## src/rtl/core/sprite_animation_sequencer_defines.svh

```systemverilog
// Assertion macros shared by the sprite animation sequencer RTL.
`ifndef SPRITE_ANIMATION_SEQUENCER_DEFINES_SVH
`define SPRITE_ANIMATION_SEQUENCER_DEFINES_SVH
`ifndef SYNTH
// Check that cons holds in the same cycle as ante.
`define SAS_ASSERT_SAME(label, clk, rst_n, ante, cons) \
    label: assert property (@(posedge clk) disable iff (!rst_n) (ante) |-> (cons)) \
        else $error("%m: assertion failed");
// Check that cons holds in the cycle after ante.
`define SAS_ASSERT_NEXT(label, clk, rst_n, ante, cons) \
    label: assert property (@(posedge clk) disable iff (!rst_n) (ante) |=> (cons)) \
        else $error("%m: assertion failed");
`else
`define SAS_ASSERT_SAME(label, clk, rst_n, ante, cons)
`define SAS_ASSERT_NEXT(label, clk, rst_n, ante, cons)
`endif
`endif

```

## src/rtl/core/sas_pkg.sv

```systemverilog
// Types, widths and codes shared by the sprite animation sequencer modules.
package sas_pkg;

    // Action set and its index width
    localparam int NUM_ACTIONS = 8;
    localparam int ACT_W       = (NUM_ACTIONS > 1) ? $clog2(NUM_ACTIONS) : 1;
    localparam logic [ACT_W-1:0] ACT_LAST = ACT_W'(NUM_ACTIONS - 1);

    // Field widths
    localparam int KIND_W   = 2;
    localparam int DELTA_W  = 16;
    localparam int COUNT_W  = 10;
    localparam int PERIOD_W = 16;
    localparam int ACTO_W   = 3;

    // Divider: dividend covers the time total or frame + steps, divisor covers the period or frame count
    localparam int DVD_W = 18;
    localparam int DVS_W = 16;
    localparam int CNT_W = $clog2(DVD_W);

    // Event codes
    localparam logic [KIND_W-1:0] KIND_NEXT  = 2'd0;
    localparam logic [KIND_W-1:0] KIND_PREV  = 2'd1;
    localparam logic [KIND_W-1:0] KIND_PAUSE = 2'd2;
    localparam logic [KIND_W-1:0] KIND_TICK  = 2'd3;

    // Controller to datapath commands
    typedef struct packed {
        logic capture;
        logic apply_evt;
        logic div_step;
        logic take_rem1;
        logic take_rem2;
        logic out_load;
    } t_cmd;

    // Datapath to controller status
    typedef struct packed {
        logic need_div;
        logic quot_zero;
    } t_status;

    // Result payload
    typedef struct packed {
        logic               animating;
        logic               frame_changed;
        logic [COUNT_W-1:0] frame_now;
        logic               paused_now;
        logic               builder_shown;
        logic [ACTO_W-1:0]  action_now;
    } t_out;

endpackage

```

## src/rtl/core/sprite_animation_sequencer.sv

```systemverilog
// Next, previous, pause and non-advancing ticks give a result without the divider; a tick that divides
// by the period runs it once, and one that also advances the frame runs it again for the frame count.
// A new transaction is accepted only in idle, after the previous result is loaded, as the shared 18-step
// radix-2 divider runs once for the period and once for the frame count.
// A finished result waits in the output register while the next transaction is accepted.
// Reset (synchronous, active low) selects action 0, builder page off, unpaused, frame 0, no leftover.
module sprite_animation_sequencer (
    input  logic        i_clk,
    input  logic        i_rst_n,
    input  logic        s_axis_tvalid,
    output logic        s_axis_tready,
    input  logic [47:0] s_axis_tdata,  // delta_time[15:0], frames_in_clip[25:16],
                                       // frame_period[41:26], zero fill
    input  logic [1:0]  s_axis_tuser,  // kind[1:0]
    output logic        m_axis_tvalid,
    input  logic        m_axis_tready,
    output logic [23:0] m_axis_tdata   // action_now[2:0], builder_shown[3], paused_now[4],
                                       // frame_now[14:5], frame_changed[15], animating[16],
                                       // zero fill
);
    import sas_pkg::*;

    t_cmd    w_cmd;
    t_status w_status;
    t_out    w_result;

    sas_ctrl u_ctrl (
        .i_clk     (i_clk),
        .i_rst_n   (i_rst_n),
        .i_s_valid (s_axis_tvalid),
        .o_s_ready (s_axis_tready),
        .o_m_valid (m_axis_tvalid),
        .i_m_ready (m_axis_tready),
        .i_status  (w_status),
        .o_cmd     (w_cmd)
    );

    sas_datapath u_dp (
        .i_clk            (i_clk),
        .i_rst_n          (i_rst_n),
        .i_cmd            (w_cmd),
        .i_kind           (s_axis_tuser),
        .i_delta_time     (s_axis_tdata[15:0]),
        .i_frames_in_clip (s_axis_tdata[25:16]),
        .i_frame_period   (s_axis_tdata[41:26]),
        .o_status         (w_status),
        .o_result         (w_result)
    );

    // Pack the result transaction
    assign m_axis_tdata = {7'b0, w_result.animating, w_result.frame_changed,
                           w_result.frame_now, w_result.paused_now,
                           w_result.builder_shown, w_result.action_now};

endmodule

```

## src/rtl/core/sas_divider.sv

```systemverilog
// Radix-2 restoring divider, one quotient bit per step.
`include "sprite_animation_sequencer_defines.svh"
module sas_divider (
    input  logic                      i_clk,
    input  logic                      i_rst_n,
    input  logic                      i_load,
    input  logic                      i_step,
    input  logic [sas_pkg::DVD_W-1:0] i_dividend,
    input  logic [sas_pkg::DVS_W-1:0] i_divisor,
    output logic [sas_pkg::DVD_W-1:0] o_quot,
    output logic [sas_pkg::DVS_W-1:0] o_rem
);
    import sas_pkg::*;

    logic [DVD_W-1:0] r_dvd;
    logic [DVS_W-1:0] r_dvs;
    logic [DVS_W-1:0] r_rem;
    logic [DVS_W:0]   w_trial;
    logic [DVS_W:0]   w_diff;
    logic             w_ge;

    // Trial subtract of the divisor from the shifted partial remainder
    assign w_trial = {r_rem, r_dvd[DVD_W-1]};
    assign w_ge    = (w_trial >= {1'b0, r_dvs});
    assign w_diff  = w_trial - {1'b0, r_dvs};

    // Load operands, then shift quotient bits into the dividend register
    always_ff @(posedge i_clk) begin
        if (i_load) begin
            r_dvd <= i_dividend;
            r_dvs <= i_divisor;
            r_rem <= '0;
        end else if (i_step) begin
            r_rem <= w_ge ? w_diff[DVS_W-1:0] : w_trial[DVS_W-1:0];
            r_dvd <= {r_dvd[DVD_W-2:0], w_ge};
        end
    end

    assign o_quot = r_dvd;
    assign o_rem  = r_rem;

    `SAS_ASSERT_SAME(a_div_nonzero, i_clk, i_rst_n, i_step, r_dvs != '0)
    `SAS_ASSERT_SAME(a_div_excl, i_clk, i_rst_n, i_load, !i_step)
    `SAS_ASSERT_NEXT(a_rem_below, i_clk, i_rst_n, i_step, r_rem < r_dvs)

endmodule

```

## src/rtl/core/sas_ctrl.sv

```systemverilog
// Sequencing state machine and output valid for the animation sequencer.
`include "sprite_animation_sequencer_defines.svh"
module sas_ctrl (
    input  logic              i_clk,
    input  logic              i_rst_n,
    input  logic              i_s_valid,
    output logic              o_s_ready,
    output logic              o_m_valid,
    input  logic              i_m_ready,
    input  sas_pkg::t_status  i_status,
    output sas_pkg::t_cmd     o_cmd
);
    import sas_pkg::*;

    localparam logic [2:0] S_IDLE   = 3'd0;
    localparam logic [2:0] S_EVAL   = 3'd1;
    localparam logic [2:0] S_DIV1   = 3'd2;
    localparam logic [2:0] S_CHK    = 3'd3;
    localparam logic [2:0] S_DIV2   = 3'd4;
    localparam logic [2:0] S_FIN    = 3'd5;
    localparam logic [2:0] S_RESULT = 3'd6;

    localparam logic [CNT_W-1:0] CNT_LAST = CNT_W'(DVD_W - 1);

    logic [2:0]       r_state;
    logic [2:0]       n_state;
    logic [CNT_W-1:0] r_cnt;
    logic [CNT_W-1:0] n_cnt;
    logic             r_out_valid;
    logic             n_out_valid;
    t_cmd             w_cmd;

    // Next state, step count and command decode
    always_comb begin
        n_state     = r_state;
        n_cnt       = r_cnt;
        n_out_valid = r_out_valid & ~i_m_ready;
        w_cmd       = '0;
        case (r_state)
            S_IDLE: begin
                if (i_s_valid) begin
                    w_cmd.capture = 1'b1;
                    n_state       = S_EVAL;
                end
            end
            S_EVAL: begin
                w_cmd.apply_evt = 1'b1;
                n_cnt           = '0;
                n_state         = i_status.need_div ? S_DIV1 : S_RESULT;
            end
            S_DIV1: begin
                w_cmd.div_step = 1'b1;
                n_cnt          = r_cnt + 1'b1;
                if (r_cnt == CNT_LAST) begin
                    n_state = S_CHK;
                end
            end
            S_CHK: begin
                w_cmd.take_rem1 = 1'b1;
                n_cnt           = '0;
                n_state         = i_status.quot_zero ? S_RESULT : S_DIV2;
            end
            S_DIV2: begin
                w_cmd.div_step = 1'b1;
                n_cnt          = r_cnt + 1'b1;
                if (r_cnt == CNT_LAST) begin
                    n_state = S_FIN;
                end
            end
            S_FIN: begin
                w_cmd.take_rem2 = 1'b1;
                n_state         = S_RESULT;
            end
            S_RESULT: begin
                if (!r_out_valid || i_m_ready) begin
                    w_cmd.out_load = 1'b1;
                    n_out_valid    = 1'b1;
                    n_state        = S_IDLE;
                end
            end
            default: begin
                n_state = S_IDLE;
            end
        endcase
    end

    // State registers
    always_ff @(posedge i_clk) begin
        if (!i_rst_n) begin
            r_state     <= S_IDLE;
            r_cnt       <= '0;
            r_out_valid <= 1'b0;
        end else begin
            r_state     <= n_state;
            r_cnt       <= n_cnt;
            r_out_valid <= n_out_valid;
        end
    end

    assign o_s_ready = (r_state == S_IDLE);
    assign o_m_valid = r_out_valid;
    assign o_cmd     = w_cmd;

    `SAS_ASSERT_NEXT(a_accept_eval, i_clk, i_rst_n, w_cmd.capture, r_state == S_EVAL)
    `SAS_ASSERT_SAME(a_load_free, i_clk, i_rst_n, w_cmd.out_load, !r_out_valid || i_m_ready)
    `SAS_ASSERT_SAME(a_cnt_range, i_clk, i_rst_n, w_cmd.div_step, r_cnt <= CNT_LAST)

endmodule

```

## src/rtl/core/sas_datapath.sv

```systemverilog
// Sequencer state, event update, shared divider and result register.
`include "sprite_animation_sequencer_defines.svh"
module sas_datapath (
    input  logic                         i_clk,
    input  logic                         i_rst_n,
    input  sas_pkg::t_cmd                i_cmd,
    input  logic [sas_pkg::KIND_W-1:0]   i_kind,
    input  logic [sas_pkg::DELTA_W-1:0]  i_delta_time,
    input  logic [sas_pkg::COUNT_W-1:0]  i_frames_in_clip,
    input  logic [sas_pkg::PERIOD_W-1:0] i_frame_period,
    output sas_pkg::t_status             o_status,
    output sas_pkg::t_out                o_result
);
    import sas_pkg::*;

    // Captured item
    logic [KIND_W-1:0]   r_kind;
    logic [DELTA_W-1:0]  r_delta;
    logic [COUNT_W-1:0]  r_count;
    logic [PERIOD_W-1:0] r_period;

    // Playback state
    logic [ACT_W-1:0]    r_action;
    logic                r_builder;
    logic                r_paused;
    logic [COUNT_W-1:0]  r_frame;
    logic [DVS_W-1:0]    r_leftover;
    logic                r_changed;
    t_out                r_out;

    logic                w_clear;
    logic [DVS_W:0]      w_total;
    logic                w_div_load;
    logic [DVD_W-1:0]    w_dividend;
    logic [DVS_W-1:0]    w_divisor;
    logic [DVD_W-1:0]    w_quot;
    logic [DVS_W-1:0]    w_rem;
    logic [ACT_W+2:0]    w_act_ext;

    // Timing reset condition of a tick
    assign w_clear = r_builder || (r_count <= COUNT_W'(1)) || (r_period == '0);
    assign w_total = {1'b0, r_leftover} + {1'b0, r_delta};

    assign o_status.need_div  = (r_kind == KIND_TICK) && !w_clear && !r_paused;
    assign o_status.quot_zero = (w_quot == '0);

    // First division: total by period; second: frame + steps by frame count
    assign w_div_load = i_cmd.apply_evt | i_cmd.take_rem1;
    assign w_dividend = i_cmd.take_rem1 ? ({{(DVD_W-COUNT_W){1'b0}}, r_frame} + w_quot)
                                        : {{(DVD_W-DVS_W-1){1'b0}}, w_total};
    assign w_divisor  = i_cmd.take_rem1 ? {{(DVS_W-COUNT_W){1'b0}}, r_count} : r_period;

    sas_divider u_div (
        .i_clk      (i_clk),
        .i_rst_n    (i_rst_n),
        .i_load     (w_div_load),
        .i_step     (i_cmd.div_step),
        .i_dividend (w_dividend),
        .i_divisor  (w_divisor),
        .o_quot     (w_quot),
        .o_rem      (w_rem)
    );

    // Hold the accepted transaction
    always_ff @(posedge i_clk) begin
        if (i_cmd.capture) begin
            r_kind   <= i_kind;
            r_delta  <= i_delta_time;
            r_count  <= i_frames_in_clip;
            r_period <= i_frame_period;
        end
    end

    // Apply the event and commit division results
    always_ff @(posedge i_clk) begin
        if (!i_rst_n) begin
            r_action   <= '0;
            r_builder  <= 1'b0;
            r_paused   <= 1'b0;
            r_frame    <= '0;
            r_leftover <= '0;
            r_changed  <= 1'b0;
        end else if (i_cmd.apply_evt) begin
            r_changed <= 1'b0;
            case (r_kind)
                KIND_NEXT: begin
                    if (r_builder) begin
                        r_builder <= 1'b0;
                        r_action  <= '0;
                    end else if (r_action >= ACT_LAST) begin
                        r_builder <= 1'b1;
                    end else begin
                        r_action <= r_action + 1'b1;
                    end
                    r_frame    <= '0;
                    r_leftover <= '0;
                end
                KIND_PREV: begin
                    if (r_builder) begin
                        r_builder <= 1'b0;
                        r_action  <= ACT_LAST;
                    end else if (r_action == '0) begin
                        r_builder <= 1'b1;
                    end else begin
                        r_action <= r_action - 1'b1;
                    end
                    r_frame    <= '0;
                    r_leftover <= '0;
                end
                KIND_PAUSE: begin
                    if (!r_builder) begin
                        r_paused <= ~r_paused;
                    end
                end
                KIND_TICK: begin
                    if (w_clear) begin
                        r_frame    <= '0;
                        r_leftover <= '0;
                    end
                end
                default: begin
                    r_changed <= 1'b0;
                end
            endcase
        end else if (i_cmd.take_rem1) begin
            r_leftover <= w_rem;
            r_changed  <= (w_quot != '0);
        end else if (i_cmd.take_rem2) begin
            r_frame <= w_rem[COUNT_W-1:0];
        end
    end

    // Result register
    assign w_act_ext = {3'b000, r_action};

    always_ff @(posedge i_clk) begin
        if (i_cmd.out_load) begin
            r_out.action_now    <= w_act_ext[ACTO_W-1:0];
            r_out.builder_shown <= r_builder;
            r_out.paused_now    <= r_paused;
            r_out.frame_now     <= r_frame;
            r_out.frame_changed <= r_changed;
            r_out.animating     <= !r_builder && !r_paused && (r_count > COUNT_W'(1));
        end
    end

    assign o_result = r_out;

    `SAS_ASSERT_NEXT(a_leftover_fits, i_clk, i_rst_n, i_cmd.take_rem1, r_leftover < r_period)
    `SAS_ASSERT_NEXT(a_frame_fits, i_clk, i_rst_n, i_cmd.take_rem2, r_frame < r_count)
    `SAS_ASSERT_SAME(a_pause_builder, i_clk, i_rst_n, i_cmd.apply_evt && r_builder,
                     !o_status.need_div)

endmodule
```

## config.mk

```make
export PLATFORM = sky130hd
export DESIGN_NAME = sprite_animation_sequencer
export DESIGN_NICKNAME = d
export VERILOG_FILES = /design/src/rtl/core/sas_pkg.sv /design/src/rtl/core/sprite_animation_sequencer.sv /design/src/rtl/core/sas_divider.sv /design/src/rtl/core/sas_ctrl.sv /design/src/rtl/core/sas_datapath.sv
export VERILOG_INCLUDE_DIRS = /design/src /design/src/rtl/core
export SDC_FILE = /design/constraint.sdc
export NUM_CORES = 1
export LEC_CHECK = 0
export BUFFER_PORTS_ARGS = -buffer_cell sky130_fd_sc_hd__buf_2
export CORE_UTILIZATION = 45
export DETAILED_ROUTE_END_ITERATION = 7
export PLACE_DENSITY_LB_ADDON = 0.12
export SYNTH_ARGS = -nofsm -noshare
export SYNTH_HDL_FRONTEND = slang
export SYNTH_SLANG_ARGS = --single-unit
```

## constraint.sdc

```tcl
create_clock -name i_clk -period 3.75 [get_ports i_clk]
set_input_delay 0.1875 -clock i_clk [delete_from_list [all_inputs] [get_ports i_clk]]
set_output_delay 0.1875 -clock i_clk [all_outputs]
set_load 0.05 [all_outputs]
```

==> results.cfg, run 1 <==
[sta]
max-slew-margin-rel_pct = 26.8
max_clock_freq_mhz = 360
fin_crit_ns = 2.78
finalHoldViolations = 0
fin_crit_sh_pct = 74.0
setup_ws_ns = 0.975
setup_viol = 0
maxSlewViolCount = 0
skew_ns = 0.00673
setup_tns_ns = 0
rsz0062_at_grt = no
worst_pin_slew_ns = 1.10

[die]
dieArea_um2 = 18100
fp.dieH_um = 134
num_io_pins = 80
coreArea_um2 = 17200
initial_core_util_pct = 45.9
die_w_um = 134
rows = 48

[job]
max_cap_violations = 0

[global_routing]
grt_usage_pct = 20.9
grt_max_degree = 45
grt_pass1_vias = 5683
grt-ovfl-total = 0
antenna_found_initial = 0
busiest_layer = met2
gr-usage-met3_pct = 4.27
grt_pass1_wl_um = 29000
use_met1_pct = 26.3
met2_usage_pct = 35.9

[final_layout]
antenna_cells = 0
drive_gt1_share_pct = 14.1
final_cell_mix = edfxtp_1 (95), nand2_1 (73), buf_2 (66), dfxtp_1 (57), o21ai_0 (52)
area_growth_pct = 19.8
nets = 958
layout_commonest_cell = edfxtp_1

[worst_setup_path]
cp_top_family = compound AO/OA/AOI/OAI gates
crit_required_ns = 3.89
crit_path_max_fanout = 3
worstPathArrival_ns = 2.92
critical_path_class = flop to flop
crit_slowest_cell = a211oi_1
worstPathCellList = ha_1 > fa_1 > a211oi_1 > nor4_1 > nor3_2 > o21ai_2 > a31oi_1 > xor2_1 > a221oi_2
end_kind = flop
timing.rr.end = u_dp.u_div.o_quot[14]
cp-start-kind = flop
critPathMaxStageDelay_ns = 0.46
r2r_start = u_dp.r_delta[0]
reg2reg_slack_ns = 0.97
r2r_cells = 9
critPathBufInv = 0

[synthesis]
synthCells = 748
netlist_area_um2 = 7890
synth_enable_flop_cells = 95
syn_area_per_cell_um2 = 10.5
ys_seq_area_share_pct = 50.6
synth_cell_type_count = 73
ys_seq_elements = 152
ys.flop_type = edfxtp_1
postSynth.asyncResetShare_pct = 0
yosys_warnings = 0

[clock_tree]
clk_path_buf_depth = 2
clk_pin_slew_ns = 0.07
cts_tree = built
clockRootBuffer = clkbuf_16
cts_resized = 0
cts.sinks = 152
worstSkewPairLatency_ns = 0.43
cts_buffers = 17
ctsHtreeMaxLevel = 4
postCtsSetupBuffers = 0

[route]
drt_wl_total_um = 18300
vias = 5991
remaining_drc_errors = 0
drt_iter0_markers = 439
ant_nets = 0
firstDrtPassIters = 5
via_per_inst = 5.49
wl_per_cell_um = 16.8

[power]
worst_ir_drop_vdd_mv = 0.354
leakagePower_nw = 3.87
power.density_nw_per_um2 = 553

[outcome]
status = finished clean

[min_path]
hp-class = primary input to flop
min_path_cells = 2
worst_hold_path.endpoint = u_ctrl.r_state[1]
hp-start = i_rst_n

[placement]
gp_congestion = 0.915
dp_slack_ns = 1.04
numPortBuffers = 66
dp_hpwl_um = 13100
repair_timing:
action / in CTS / in global routing
hold buffers: 44 / 0
setup endpoints to repair: 0 / 0
endpoints found under the hold margin: 44 / 0
metrics by stage:
stage / hold WS (ns) / cell area [µm²] / total power, mW / cells / util, %
3_5_place_dp: 0.366 / 8390 / 3.42 / 1015 / 48.9
2_1_floorplan: 0.286 / 7910 / 3.13 / 754 / -
6_report: 0.156 / 9450 / 5.22 / 1091 / 55.0
5_1_grt: 0.156 / 9450 / 5.49 / 1091 / 55.0
3_3_place_gp: 0.364 / 8390 / 3.39 / 1015 / 48.9
4_1_cts: 0.149 / 9450 / 5.24 / 1091 / 55.0
how the worst max path moves through the flow:
stage                     slack, ns                  start               endpoint  cells past startpoint
after floorplan                0.37      u_ctrl.r_state[1]        u_dp.r_count[0]                      4
after global placement         1.01        u_dp.r_delta[0]  u_dp.u_div.o_quot[14]                      9
after detailed placement       1.04        u_dp.r_delta[0]  u_dp.u_div.o_quot[14]                      9
after CTS                      1.01        u_dp.r_delta[0]  u_dp.u_div.o_quot[14]                      9
after global routing           0.85  u_dp.u_div.o_quot[17]   u_dp.u_div.o_rem[14]                     10
final                          0.97        u_dp.r_delta[0]  u_dp.u_div.o_quot[14]                      9
flip-flops by register name, indices dropped and copies added, names as in the netlist:
register	cells
u_ctrl.r_cnt	5
u_dp.r_count	10
u_dp.r_period	16
u_ctrl.r_state	3
u_ctrl.o_m_valid	1
u_dp.r_frame	10
u_dp.r_changed	1
u_dp.u_div.o_quot	18
u_dp.u_div.o_rem	16
u_dp.r_paused	1
u_dp.u_div.r_dvs	16
u_dp.r_kind	2
u_dp.r_delta	16
u_dp.o_result	17
u_dp.r_action	3
u_dp.r_leftover	16
u_dp.r_builder	1
cells by family after synthesis:
group | synth area share [%]
compound gates | 18.3
simple gates | 13.1
flops | 50.6
buf+inv | 4.11
fa+ha+maj | 8.38
xor+xnor | 3.89
mux | 1.52
other cells | 0.0475
power breakdown:
group	internal, mW	switching, mW	total, mW
Clock	1.06	0.732	1.80
Combinational	0.528	0.711	1.24
Sequential	1.98	0.203	2.19
Total	3.58	1.65	5.22
metal layers:
metal	vias up	share of wire, %	wire length [µm]
met2	175	49	9010
li1	2974	-	-
met5	-	0	0
met1	2819	44	8100
met4	0	1.6	289
met3	23	4.8	874
synthesized netlist by cell type (all sizes together) (2+ instances only):
master   n  area [µm²]
a21oi   47         239
nor3    12        65.1
or3      4        25.0
a32oi    5        43.8
nor4    13        81.3
nand4    6        37.5
o221a    2        22.5
o41ai    3        26.3
nand2   73         274
and3     4        25.0
ha      48         601
edfxtp  95        2850
o211ai   3        27.5
or4      2        15.0
a22oi    2        15.0
nor2    38         145
mux2i   12         120
and2    16         103
dfxtp   57        1140
and4     2        17.5
fa       3        60.1
nand2b  12        75.1
buf     18         121
clkbuf  20        75.1
a211oi  11        82.6
o22ai    3        18.8
o21bai   4        30.0
xor2    11        96.3
a21boi   2        15.0
a22o    26         228
nor3b    3        22.5
o31ai    3        22.5
o31a     2        17.5
o21a     2        15.0
nor2b   10        62.6
a21o    11        82.6
nand3   11        55.1
a31oi    8        50.1
o211a    2        20.0
xnor2   24         210
inv     34         128
a221oi   4        58.8
o21ai   65         333
cell type report:
class                           count  area (µm²)
Clock buffer                       17         425
Clock inverter                     15         190
Fill cell                        1532        7730
Inverter                           34         128
Multi-Input combinational cell    530        3600
Sequential cell                   152        3990
Tap cell                          225         282
Timing Repair Buffer              118         831
Note: power is estimated with default switching activity, not from simulation.
==> run 2, diff against run 1 <==
- clock period: 3.75 -> 2.89 ns (I/O delays scaled with it)
==> run 2 against run 1 <==
Effect of this change: flip-flop and latch count unchanged; combinational power up 31%; global-route usage rose by 0.91 points.
==> results.cfg, run 2 (synthesis gave the netlist of run 1 again) <==
[final_layout]
antenna_cells = 0
fin_util_pct = 55.0
fin_area_um2 = 9450
final_cell_mix = edfxtp_1 (95), nand2_1 (73), buf_2 (66), dfxtp_1 (57), o21ai_0 (52)
multi_input_area_um2 = 3610
nets = 962
ff_latch_area_um2 = 3990
layout_commonest_cell = edfxtp_1
final-instance-count-excl-fill = 1095
largest_register_ffs = 18
fillers = 1538
area_growth_pct = 19.7
drive_gt1_share_pct = 14.7

[die]
initial_core_util_pct = 45.9
dieArea_um2 = 18100
die_w_um = 134
fp.dieH_um = 134
rows = 48
num_io_pins = 80
coreArea_um2 = 17200

[placement]
gp_congestion = 0.857
dpl_cell_area_um2 = 8430
numPortBuffers = 66
dp_slack_ns = 0.293
dp_hpwl_um = 13500
dp.cells = 1019

[clock_tree]
clk_path_buf_depth = 2
clockRootBuffer = clkbuf_16
cts.sinks = 152
ctsHtreeMaxLevel = 4
clk_pin_slew_ns = 0.07
cts_buffers = 17
postCtsSetupBuffers = 0
cts_tree = built
worstSkewPairLatency_ns = 0.43

[sta]
fin_crit_ns = 2.62
setup_tns_ns = 0
max_clock_freq_mhz = 382
max-slew-margin-rel_pct = 47.7
setup_viol = 0
maxSlewViolCount = 0
whs_ns = 0.108
finalHoldViolations = 0
worst_pin_slew_ns = 0.778
fin_crit_sh_pct = 90.5
skew_ns = 0.0114
rsz0062_at_grt = no
setup_ws_ns = 0.274

[worst_setup_path]
worstPathArrival_ns = 2.79
cp-start-kind = flop
crit_path_max_fanout = 4
crit_required_ns = 3.06
r2r_cells = 9
end_kind = flop
critical_path_class = flop to flop

[global_routing]
grt_usage_pct = 21.8
grt_max_degree = 29
grt-ovfl-total = 0
grt_pass1_vias = 5939
antenna_found_initial = 0
grt_pass1_wl_um = 30200

[route]
remaining_drc_errors = 0
drt_iter0_markers = 380
wl_per_cell_um = 16.9
vias = 6012
via_per_inst = 5.49
ant_nets = 0
firstDrtPassIters = 7
drt_wl_total_um = 18500

[power]
power_mw = 6.59
worst_ir_drop_vdd_mv = 0.433
leakagePower_nw = 3.88
power.density_nw_per_um2 = 698

[min_path]
min_path_cells = 2
hp-class = primary input to flop

[job]
max_cap_violations = 0

[outcome]
status = finished clean
## run 2: repair_timing
action                                  in CTS  in global routing
endpoints found under the setup margin       0                  1
gates resized for setup                      0                  1
endpoints found under the hold margin       44                  0
hold buffers                                44                  0
## run 2: power breakdown
part | total [mW] | switching (mW) | internal (mW) | leakage, nW
Combinational | 1.63 | 0.935 | 0.690 | 2.24
Clock | 2.13 | 0.951 | 1.18 | 0.279
Sequential | 2.83 | 0.259 | 2.57 | 1.36
## run 2: layout make-up
cell class / instances / share of cell area (%)
clock inverter: 14 / 1.27
multi-input combinational: 530 / 38.2
tap: 225 / 2.98
timing repair buffer: 122 / 9.11
inverter: 34 / 1.35
sequential: 152 / 42.3
clock buffer: 18 / 4.77
## run 2: critical path, cell delays in order (launching register included)
cell and delay, ns:
edfxtp_1 0.42, ha_1 0.26, fa_1 0.42, a21oi_1 0.21, o22ai_1 0.15, o21bai_1 0.27
o21ai_2 0.12, nand2b_1 0.18, mux2i_1 0.26, a221oi_2 0.08
## run 2: final timing paths
path | startpoint | to | slack, ns
worst min register to register | u_dp.r_changed | u_dp.o_result[15] | 0.44
worst max-delay path | u_dp.u_div.o_quot[0] | u_dp.u_div.o_quot[14] | 0.27
worst max register to register | u_dp.u_div.o_quot[0] | u_dp.u_div.o_quot[14] | 0.27
worst min-delay path | i_rst_n | u_dp.r_action[2] | 0.11
## run 2: routing by layer
layer  track usage [%]  share of wire (%)  vias to the layer above
li1                  -                  -                     2988
met1              26.7                 43                     2850
met2              38.3                 51                      159
met3              4.61                4.3                       15
met4              7.30                1.4                        0
met5                 0                  0                        -
